$ cat src/hdl/dedup_fifo_queue_macros.svh
// ---------------------------------------------------------------------------
// dedup_fifo_queue_macros.svh
// Assertion macros shared by the duplicate-suppressing queue.
// ---------------------------------------------------------------------------
`ifndef DEDUP_FIFO_QUEUE_MACROS_SVH
`define DEDUP_FIFO_QUEUE_MACROS_SVH

`ifndef ASSERT_OFF

// A condition that must hold at every clock edge outside reset.
`define DFQ_ASSERT_ALWAYS(lbl, clk, rst_n, cond) \
    lbl: assert property (@(posedge clk) disable iff (!rst_n) (cond)) \
        else $error("dedup_fifo_queue: invariant violated");

// An implication checked at every clock edge outside reset.
`define DFQ_ASSERT_IMPLIES(lbl, clk, rst_n, ante, cons) \
    lbl: assert property (@(posedge clk) disable iff (!rst_n) (ante) |-> (cons)) \
        else $error("dedup_fifo_queue: implication violated");

// A condition that must hold in the cycle after the antecedent.
`define DFQ_ASSERT_NEXT(lbl, clk, rst_n, ante, cons) \
    lbl: assert property (@(posedge clk) disable iff (!rst_n) (ante) |=> (cons)) \
        else $error("dedup_fifo_queue: next-cycle check violated");

`else

`define DFQ_ASSERT_ALWAYS(lbl, clk, rst_n, cond)
`define DFQ_ASSERT_IMPLIES(lbl, clk, rst_n, ante, cons)
`define DFQ_ASSERT_NEXT(lbl, clk, rst_n, ante, cons)

`endif

`endif

$ cat src/hdl/dfq_pkg.sv
// ---------------------------------------------------------------------------
// dfq_pkg
// Types and codes shared by the duplicate-suppressing queue.
// ---------------------------------------------------------------------------
package dfq_pkg;

    localparam int unsigned DATA_W = 64;
    localparam int unsigned OCC_W  = 5;

    // Operation codes carried on the kind field.
    localparam logic KIND_ENQUEUE = 1'b0;
    localparam logic KIND_DEQUEUE = 1'b1;

    typedef enum logic [2:0] {
        STATUS_ENQUEUED  = 3'd0,
        STATUS_DUPLICATE = 3'd1,
        STATUS_FULL      = 3'd2,
        STATUS_DEQUEUED  = 3'd3,
        STATUS_EMPTY     = 3'd4
    } status_t;

    typedef enum logic [1:0] {
        CTRL_IDLE,
        CTRL_SCAN,
        CTRL_FINISH
    } ctrl_state_t;

    // One result as handed from the controller to the output register.
    typedef struct packed {
        logic [DATA_W-1:0] value;
        status_t           status;
        logic [OCC_W-1:0]  occupancy;
        logic              is_empty;
    } result_t;

endpackage

$ cat src/hdl/dfq_mem.sv
// ---------------------------------------------------------------------------
// dfq_mem
// Entry storage: one write port and one read port with registered data.
// ---------------------------------------------------------------------------
module dfq_mem #(
    parameter int unsigned DEPTH = 16,
    parameter int unsigned AW    = $clog2(DEPTH)
) (
    input  logic                       clk,
    input  logic                       wr_en,
    input  logic [AW-1:0]              wr_addr,
    input  logic [dfq_pkg::DATA_W-1:0] wr_data,
    input  logic                       rd_en,
    input  logic [AW-1:0]              rd_addr,
    output logic [dfq_pkg::DATA_W-1:0] rd_data
);

    logic [dfq_pkg::DATA_W-1:0] mem [DEPTH];
    logic [dfq_pkg::DATA_W-1:0] rd_data_reg;

    always_ff @(posedge clk)
    begin
        if (wr_en)
        begin
            mem[wr_addr] <= wr_data;
        end
    end

    // The read data holds until the next read is issued.
    always_ff @(posedge clk)
    begin
        if (rd_en)
        begin
            rd_data_reg <= mem[rd_addr];
        end
    end

    assign rd_data = rd_data_reg;

endmodule

$ cat src/hdl/dfq_ctrl.sv
// ---------------------------------------------------------------------------
// dfq_ctrl
// Sequencer: ring pointers, duplicate scan over the store and result build.
// ---------------------------------------------------------------------------
`include "dedup_fifo_queue_macros.svh"

module dfq_ctrl #(
    parameter int unsigned DEPTH = 16,
    parameter int unsigned AW    = $clog2(DEPTH),
    parameter int unsigned CW    = $clog2(DEPTH + 1)
) (
    input  logic                       clk,
    input  logic                       rst_n,
    input  logic                       in_valid,
    output logic                       in_stall,
    input  logic                       in_kind,
    input  logic [dfq_pkg::DATA_W-1:0] in_value,
    input  logic                       res_free,
    output logic                       res_valid,
    output dfq_pkg::result_t           res,
    output logic                       mem_wr_en,
    output logic [AW-1:0]              mem_wr_addr,
    output logic [dfq_pkg::DATA_W-1:0] mem_wr_data,
    output logic                       mem_rd_en,
    output logic [AW-1:0]              mem_rd_addr,
    input  logic [dfq_pkg::DATA_W-1:0] mem_rd_data
);

    localparam logic [AW-1:0] LAST_POS = AW'(DEPTH - 1);
    localparam logic [CW-1:0] FULL_CNT = CW'(DEPTH);

    dfq_pkg::ctrl_state_t state_reg, state_next;
    logic [AW-1:0]              head_reg, head_next;
    logic [AW-1:0]              tail_reg, tail_next;
    logic [CW-1:0]              count_reg, count_next;
    logic [CW-1:0]              issue_cnt_reg, issue_cnt_next;
    logic [AW-1:0]              rd_pos_reg, rd_pos_next;
    logic                       cmp_pend_reg, cmp_pend_next;
    logic                       dup_reg, dup_next;
    logic                       kind_reg, kind_next;
    logic [dfq_pkg::DATA_W-1:0] value_reg, value_next;

    logic                       accept;

    assign in_stall = (state_reg != dfq_pkg::CTRL_IDLE);
    assign accept   = in_valid && !in_stall;

    always_ff @(posedge clk or negedge rst_n)
    begin
        if (!rst_n)
        begin
            state_reg     <= dfq_pkg::CTRL_IDLE;
            head_reg      <= '0;
            tail_reg      <= '0;
            count_reg     <= '0;
            issue_cnt_reg <= '0;
            rd_pos_reg    <= '0;
            cmp_pend_reg  <= 1'b0;
            dup_reg       <= 1'b0;
            kind_reg      <= dfq_pkg::KIND_ENQUEUE;
        end
        else
        begin
            state_reg     <= state_next;
            head_reg      <= head_next;
            tail_reg      <= tail_next;
            count_reg     <= count_next;
            issue_cnt_reg <= issue_cnt_next;
            rd_pos_reg    <= rd_pos_next;
            cmp_pend_reg  <= cmp_pend_next;
            dup_reg       <= dup_next;
            kind_reg      <= kind_next;
        end
    end

    always_ff @(posedge clk)
    begin
        value_reg <= value_next;
    end

    always_comb
    begin
        state_next     = state_reg;
        head_next      = head_reg;
        tail_next      = tail_reg;
        count_next     = count_reg;
        issue_cnt_next = issue_cnt_reg;
        rd_pos_next    = rd_pos_reg;
        cmp_pend_next  = cmp_pend_reg;
        dup_next       = dup_reg;
        kind_next      = kind_reg;
        value_next     = value_reg;
        mem_rd_en      = 1'b0;
        mem_rd_addr    = head_reg;
        mem_wr_en      = 1'b0;
        mem_wr_addr    = tail_reg;
        mem_wr_data    = value_reg;
        res_valid      = 1'b0;
        res.value      = '1;
        res.status     = dfq_pkg::STATUS_EMPTY;
        res.occupancy  = dfq_pkg::OCC_W'(count_reg);
        res.is_empty   = (count_reg == '0);

        case (state_reg)
            dfq_pkg::CTRL_IDLE:
            begin
                if (accept)
                begin
                    kind_next      = in_kind;
                    value_next     = in_value;
                    dup_next       = 1'b0;
                    issue_cnt_next = '0;
                    rd_pos_next    = head_reg;
                    cmp_pend_next  = 1'b0;
                    if (in_kind == dfq_pkg::KIND_DEQUEUE)
                    begin
                        // Fetch the oldest entry; its data is ready in the next state.
                        mem_rd_en  = (count_reg != '0);
                        state_next = dfq_pkg::CTRL_FINISH;
                    end
                    else
                    begin
                        state_next = dfq_pkg::CTRL_SCAN;
                    end
                end
            end

            dfq_pkg::CTRL_SCAN:
            begin
                if (cmp_pend_reg && (mem_rd_data == value_reg))
                begin
                    dup_next      = 1'b1;
                    cmp_pend_next = 1'b0;
                    state_next    = dfq_pkg::CTRL_FINISH;
                end
                else if (issue_cnt_reg != count_reg)
                begin
                    mem_rd_en      = 1'b1;
                    mem_rd_addr    = rd_pos_reg;
                    rd_pos_next    = (rd_pos_reg == LAST_POS) ? '0 : rd_pos_reg + 1'b1;
                    issue_cnt_next = issue_cnt_reg + 1'b1;
                    cmp_pend_next  = 1'b1;
                end
                else
                begin
                    cmp_pend_next = 1'b0;
                    state_next    = dfq_pkg::CTRL_FINISH;
                end
            end

            dfq_pkg::CTRL_FINISH:
            begin
                if (res_free)
                begin
                    res_valid  = 1'b1;
                    state_next = dfq_pkg::CTRL_IDLE;
                    if (kind_reg == dfq_pkg::KIND_DEQUEUE)
                    begin
                        if (count_reg == '0)
                        begin
                            res.status = dfq_pkg::STATUS_EMPTY;
                        end
                        else
                        begin
                            res.status = dfq_pkg::STATUS_DEQUEUED;
                            res.value  = mem_rd_data;
                            head_next  = (head_reg == LAST_POS) ? '0 : head_reg + 1'b1;
                            count_next = count_reg - 1'b1;
                        end
                    end
                    else if (dup_reg)
                    begin
                        res.status = dfq_pkg::STATUS_DUPLICATE;
                    end
                    else if (count_reg == FULL_CNT)
                    begin
                        res.status = dfq_pkg::STATUS_FULL;
                    end
                    else
                    begin
                        res.status = dfq_pkg::STATUS_ENQUEUED;
                        mem_wr_en  = 1'b1;
                        tail_next  = (tail_reg == LAST_POS) ? '0 : tail_reg + 1'b1;
                        count_next = count_reg + 1'b1;
                    end
                    res.occupancy = dfq_pkg::OCC_W'(count_next);
                    res.is_empty  = (count_next == '0);
                end
            end

            default:
            begin
                state_next = dfq_pkg::CTRL_IDLE;
            end
        endcase
    end

    `DFQ_ASSERT_ALWAYS(a_count_bound, clk, rst_n, count_reg <= FULL_CNT)
    `DFQ_ASSERT_IMPLIES(a_scan_bound, clk, rst_n, state_reg == dfq_pkg::CTRL_SCAN, issue_cnt_reg <= count_reg)
    `DFQ_ASSERT_IMPLIES(a_empty_ptrs, clk, rst_n, count_reg == '0, head_reg == tail_reg)
    `DFQ_ASSERT_IMPLIES(a_write_with_result, clk, rst_n, mem_wr_en, res_valid && (kind_reg == dfq_pkg::KIND_ENQUEUE))
    `DFQ_ASSERT_NEXT(a_enq_count, clk, rst_n, res_valid && (res.status == dfq_pkg::STATUS_ENQUEUED), count_reg == $past(count_reg) + 1'b1)

endmodule

$ cat src/hdl/dedup_fifo_queue.sv
// ---------------------------------------------------------------------------
// dedup_fifo_queue
// First-in first-out queue of 64-bit signed values that drops duplicates.
// ---------------------------------------------------------------------------
// A queue of up to DEPTH signed 64-bit values held in a ring in one synchronous
// memory. Every transfer on the input gives exactly one transfer on the output.
// An enqueue (kind 0) compares its value with every held entry, reading the
// memory one entry per cycle from the oldest onwards; a match drops the value
// with status 1, a full queue drops it with status 2, otherwise it is written
// at the tail with status 0. A dequeue (kind 1) returns the oldest value with
// status 3, or -1 with status 4 when the queue is empty. Every result also
// reports the occupancy after the operation (modulo 32) and an empty flag;
// out_value is -1 for all enqueue results. One item is in progress at a time:
// an enqueue holds off the next input transfer until its duplicate scan,
// which reads one entry per cycle through the single memory read port, is
// done and its result is handed over; a scan stops early on the first match.
// A dequeue fetches the oldest entry and then finishes. The output register
// lets the next input transfer take place while a result still waits there.
// No clearing pass is needed after reset, as only held entries are ever read.
// ---------------------------------------------------------------------------
module dedup_fifo_queue #(
    parameter int unsigned DEPTH = 16
) (
    input  logic               clk,
    input  logic               rst_n,
    input  logic               in_valid,
    output logic               in_stall,
    input  logic               kind,
    input  logic signed [63:0] value,
    output logic               out_valid,
    input  logic               out_stall,
    output logic signed [63:0] out_value,
    output logic [2:0]         status,
    output logic [4:0]         occupancy,
    output logic               is_empty
);

    localparam int unsigned AW = $clog2(DEPTH);
    localparam int unsigned CW = $clog2(DEPTH + 1);

    logic                       mem_wr_en;
    logic [AW-1:0]              mem_wr_addr;
    logic [dfq_pkg::DATA_W-1:0] mem_wr_data;
    logic                       mem_rd_en;
    logic [AW-1:0]              mem_rd_addr;
    logic [dfq_pkg::DATA_W-1:0] mem_rd_data;

    logic                       res_valid;
    logic                       res_free;
    dfq_pkg::result_t           res;

    // Output register: holds one finished result until its transfer completes.
    logic                       out_valid_reg, out_valid_next;
    dfq_pkg::result_t           out_res_reg, out_res_next;

    // The controller may hand over a new result when the register is empty or
    // is being emptied in this cycle.
    assign res_free = !out_valid_reg || !out_stall;

    dfq_mem #(
        .DEPTH (DEPTH),
        .AW    (AW)
    ) u_mem (
        .clk     (clk),
        .wr_en   (mem_wr_en),
        .wr_addr (mem_wr_addr),
        .wr_data (mem_wr_data),
        .rd_en   (mem_rd_en),
        .rd_addr (mem_rd_addr),
        .rd_data (mem_rd_data)
    );

    dfq_ctrl #(
        .DEPTH (DEPTH),
        .AW    (AW),
        .CW    (CW)
    ) u_ctrl (
        .clk         (clk),
        .rst_n       (rst_n),
        .in_valid    (in_valid),
        .in_stall    (in_stall),
        .in_kind     (kind),
        .in_value    (value),
        .res_free    (res_free),
        .res_valid   (res_valid),
        .res         (res),
        .mem_wr_en   (mem_wr_en),
        .mem_wr_addr (mem_wr_addr),
        .mem_wr_data (mem_wr_data),
        .mem_rd_en   (mem_rd_en),
        .mem_rd_addr (mem_rd_addr),
        .mem_rd_data (mem_rd_data)
    );

    always_comb
    begin
        out_valid_next = out_valid_reg;
        out_res_next   = out_res_reg;
        if (res_valid)
        begin
            out_valid_next = 1'b1;
            out_res_next   = res;
        end
        else if (out_valid_reg && !out_stall)
        begin
            out_valid_next = 1'b0;
        end
    end

    always_ff @(posedge clk or negedge rst_n)
    begin
        if (!rst_n)
        begin
            out_valid_reg <= 1'b0;
        end
        else
        begin
            out_valid_reg <= out_valid_next;
        end
    end

    always_ff @(posedge clk)
    begin
        out_res_reg <= out_res_next;
    end

    assign out_valid = out_valid_reg;
    assign out_value = out_res_reg.value;
    assign status    = out_res_reg.status;
    assign occupancy = out_res_reg.occupancy;
    assign is_empty  = out_res_reg.is_empty;

endmodule

$ cat config.mk
export PLATFORM = sky130hd
export DESIGN_NAME = dedup_fifo_queue
export DESIGN_NICKNAME = d
export VERILOG_FILES = /design/src/hdl/dfq_pkg.sv /design/src/hdl/dfq_mem.sv /design/src/hdl/dfq_ctrl.sv /design/src/hdl/dedup_fifo_queue.sv
export VERILOG_INCLUDE_DIRS = /design/src /design/src/hdl
export SDC_FILE = /design/constraint.sdc
export NUM_CORES = 1
export LEC_CHECK = 0
export BUFFER_PORTS_ARGS = -buffer_cell sky130_fd_sc_hd__clkbuf_2
export CORE_MARGIN = 4
export CORE_UTILIZATION = 25
export DETAILED_ROUTE_END_ITERATION = 10
export PLACE_DENSITY = 0.46
export SLEW_MARGIN = 25
export SYNTH_ARGS = -nofsm -noshare
export SYNTH_HDL_FRONTEND = slang
export SYNTH_SLANG_ARGS = --single-unit
$ cat constraint.sdc
create_clock -name clk -period 9.7 [get_ports clk]
set_input_delay 1.94 -clock clk [delete_from_list [all_inputs] [get_ports clk]]
set_output_delay 1.94 -clock clk [all_outputs]
set_load 0.01 [all_outputs]
==> run summary <==
count of pins on the block boundary = 144
worst skew pair latency = 0.78 ns
Setup Total Neg Slack = 0 ns
Vias/cell = 4.58
Via Count = 24900
most used routing layer = met2
mean area per synthesized cell = 18.5 sq um
Reg with most FFs = u_mem.mem
final global-route overflow total = 0
Residual DRC = 0
Sinks on Clock Net = 1253
violation count after the first detailed-route iteration = 2007
Post-synth EDFFs = 1225
Setup-failing EPs final = 0
CP Class = flop to flop
crit-path max FO = 121
final weighted congestion in routability-driven placement = 0.723
top area cells in the synthesized netlist = sky130_fd_sc_hd__edfxtp_1 77%, sky130_fd_sc_hd__mux2i_1 11%, sky130_fd_sc_hd__o22ai_1 3.4%
CTS root buf = sky130_fd_sc_hd__clkbuf_16
kind of start point of the critical path = flop
worst clock skew = 0.0235 ns
met3 usage in global routing = 0.0232
maximum clock insertion buffer count = 3
Cell Pwr Density = 316 nW/um^2
Synth Cell Area = 47900 sq um
flip-flop count of the largest register after layout = 1024
maximum number of pins on one net before global-route repair = 122
Max-cap violations = 0
number of standard-cell rows in the floorplan = 160
area of the die = 199000 sq um
share of cells above drive strength 1 = 0.147
post-cts gate resize count = 0
share of Yosys cell area claimed by the top area cell type = 0.768
Leak Pwr = 19.0 nW
number of port buffers = 143
Synth warnings = 0
Post-Synthesis Cells = 2589
clock-pin slew on the worst setup and hold paths = 0.06 ns
status = finished, final reports clean
CTS buffer count = 142
met2 Track Usage GR = 0.223
fin cells = 5428
wire length of the first global-routing pass = 195 mm
number of buffers inserted for hold repair after clock tree synthesis = 0
area leader, netlist = sky130_fd_sc_hd__edfxtp_1
worst max-slew margin expressed relative to the limit = 0.256
detailed-router iteration count before antenna repair = 5
number of instances in the placed design = 5162
top flip-flop cell by instance count after synthesis = sky130_fd_sc_hd__edfxtp_1
number of buffers inserted to repair setup after CTS = 0
mean routed wirelength per cell = 25.9 microns
synth unique cells = 53
Die Y = 446 microns
number of failing hold endpoints at the final stage = 0
initial cell density of the core = 0.251
TritonCTS clock tree = yes
data required time at the worst endpoint = 10.21 ns
commonest cells in the synthesized netlist = 1225 x sky130_fd_sc_hd__edfxtp_1, 514 x sky130_fd_sc_hd__mux2i_1, 258 x sky130_fd_sc_hd__o22ai_1
antenna violations before repair = 6
number of levels the H-tree was split into = 4
arrival time of data at the critical path endpoint = 6.54 ns
post-synthesis register bit count = 1253
Crit. End Element = flop
maximum clock frequency = 166 MHz
Nets = 2874
number of routed nets with antenna violations = 0
M1 GR Usage = 0.193
pin slew with the least headroom to its limit = 1.12 ns
most instantiated library cell after synthesis = sky130_fd_sc_hd__edfxtp_1
Tmin final = 6.03 ns
Die Span X = 446 microns
HP Class = flop to flop
GRT Total Usage = 0.138
total wirelength of the detailed-routed design = 141 mm
unrepaired setup endpoints after global routing = false
core area = 190000 sq um
post-synthesis to final-layout area growth = 17.4%
async set-or-reset flop fraction in the synthesized netlist = 0.0223
portion of the post-synthesis area used by sequential elements = 0.783
post-synth net total = 2668
total half-perimeter wirelength after legalization and detailed placement = 75.3 mm
final slew viol count = 0
crit share post-route = 0.621
number of global-route vias before repair = 24600
VDD IR-drop max = 0.000405 V
critical path, stage by stage, from the launching register on:
cell                       delay [ns]
sky130_fd_sc_hd__edfxtp_1        0.64
sky130_fd_sc_hd__xnor2_1         0.86
sky130_fd_sc_hd__nand2_1         0.10
sky130_fd_sc_hd__nor4_1          0.56
sky130_fd_sc_hd__nand3_1         0.35
sky130_fd_sc_hd__mux2i_1         0.21
sky130_fd_sc_hd__nor3_2          0.31
sky130_fd_sc_hd__buf_12          0.58
sky130_fd_sc_hd__buf_12          0.66
sky130_fd_sc_hd__mux2i_1         0.46
sky130_fd_sc_hd__o22ai_1         0.13
sky130_fd_sc_hd__or4_1           0.42
metal layers:
layer | vias to the layer above | routed length, microns | part of all wire
met5 | - | 13 | 0.000093
met4 | 2 | 2970 | 0.021
met3 | 170 | 5940 | 0.042
met2 | 641 | 66600 | 0.47
met1 | 13100 | 64900 | 0.46
li1 | 10900 | - | -
kinds of logic after synthesis:
| family | share of synthesized area |
|---|---|
| AOI/OAI and AO/OA | 0.0419 |
| xor gates and xnor gates | 0.0145 |
| adders and majority gates | 0.00261 |
| buffers and inverters | 0.0152 |
| DFF | 0.783 |
| muxes | 0.108 |
| and+or+nand+nor | 0.0344 |
stage by stage:
| stage | util | cell area (sq um) | setup slack, ns | hold WS, ns | power (mW) |
|---|---|---|---|---|---|
| finish | 0.295 | 56200 | 3.67 | 0.517 | 17.8 |
| detailed placement | 0.271 | 51700 | 3.57 | 0.512 | 12.7 |
| CTS | 0.295 | 56200 | 3.57 | 0.515 | 18.0 |
| floorplan | - | 47900 | 0.548 | 0.483 | 10.7 |
| global route | 0.295 | 56200 | 3.49 | 0.545 | 18.5 |
| global placement | 0.271 | 51600 | 3.52 | 0.501 | 12.7 |
placed cells by master (no fill, tap or decap), drive strengths merged, types with 9 or more instances in the layout:
cell type | netlist | routed
dfrtp | 28 | 28
xnor2 | 65 | 65
mux2i | 514 | 514
nor2 | 25 | 25
o21ai | 21 | 21
a21oi | 9 | 9
ha | 10 | 10
or3 | 64 | 64
inv | 10 | 21
clkinv | 2 | 56
nor3 | 14 | 14
nand3 | 12 | 12
buf | 104 | 54
bufinv | 0 | 11
xor2 | 14 | 14
o22ai | 258 | 258
nand2 | 37 | 37
or4 | 64 | 64
nand4 | 21 | 21
edfxtp | 1225 | 1225
clkbuf | 31 | 323
path summary, 6_finish.rpt:
kind                                            start                  end  slack (ns)  cells past startpoint
max in group asynchronous                       rst_n  u_ctrl.cmp_pend_reg        7.92                      1
worst max register to register  u_ctrl.mem_wr_data[3]    u_mem.rd_data[14]        3.67                     11
worst min register to register    u_ctrl.state_reg[1]  u_ctrl.state_reg[1]        0.52                      1
worst min-delay path              u_ctrl.state_reg[1]  u_ctrl.state_reg[1]        0.52                      1
min in group asynchronous                       rst_n  u_ctrl.count_reg[3]        1.26                      1
worst max-delay path            u_ctrl.mem_wr_data[3]    u_mem.rd_data[14]        3.67                     11
layout make-up:
cell class	instances	area, sq um
inverters	12	50.0
fillers	18700	134000
diodes	6	15.0
multi-input cells	1189	9770
repair buffers	197	1200
clock buffers	180	3780
flip-flops and latches	1253	37500
well taps	2511	3140
clock inverters	80	753
where the power goes:
part,total [mW],leakage (nW),internal (mW),switching (mW)
Sequential,7.38,11.3,6.80,0.576
Combinational,5.12,5.51,1.92,3.20
Clock,5.26,2.20,3.07,2.20
(Power assumes the default switching activity.)
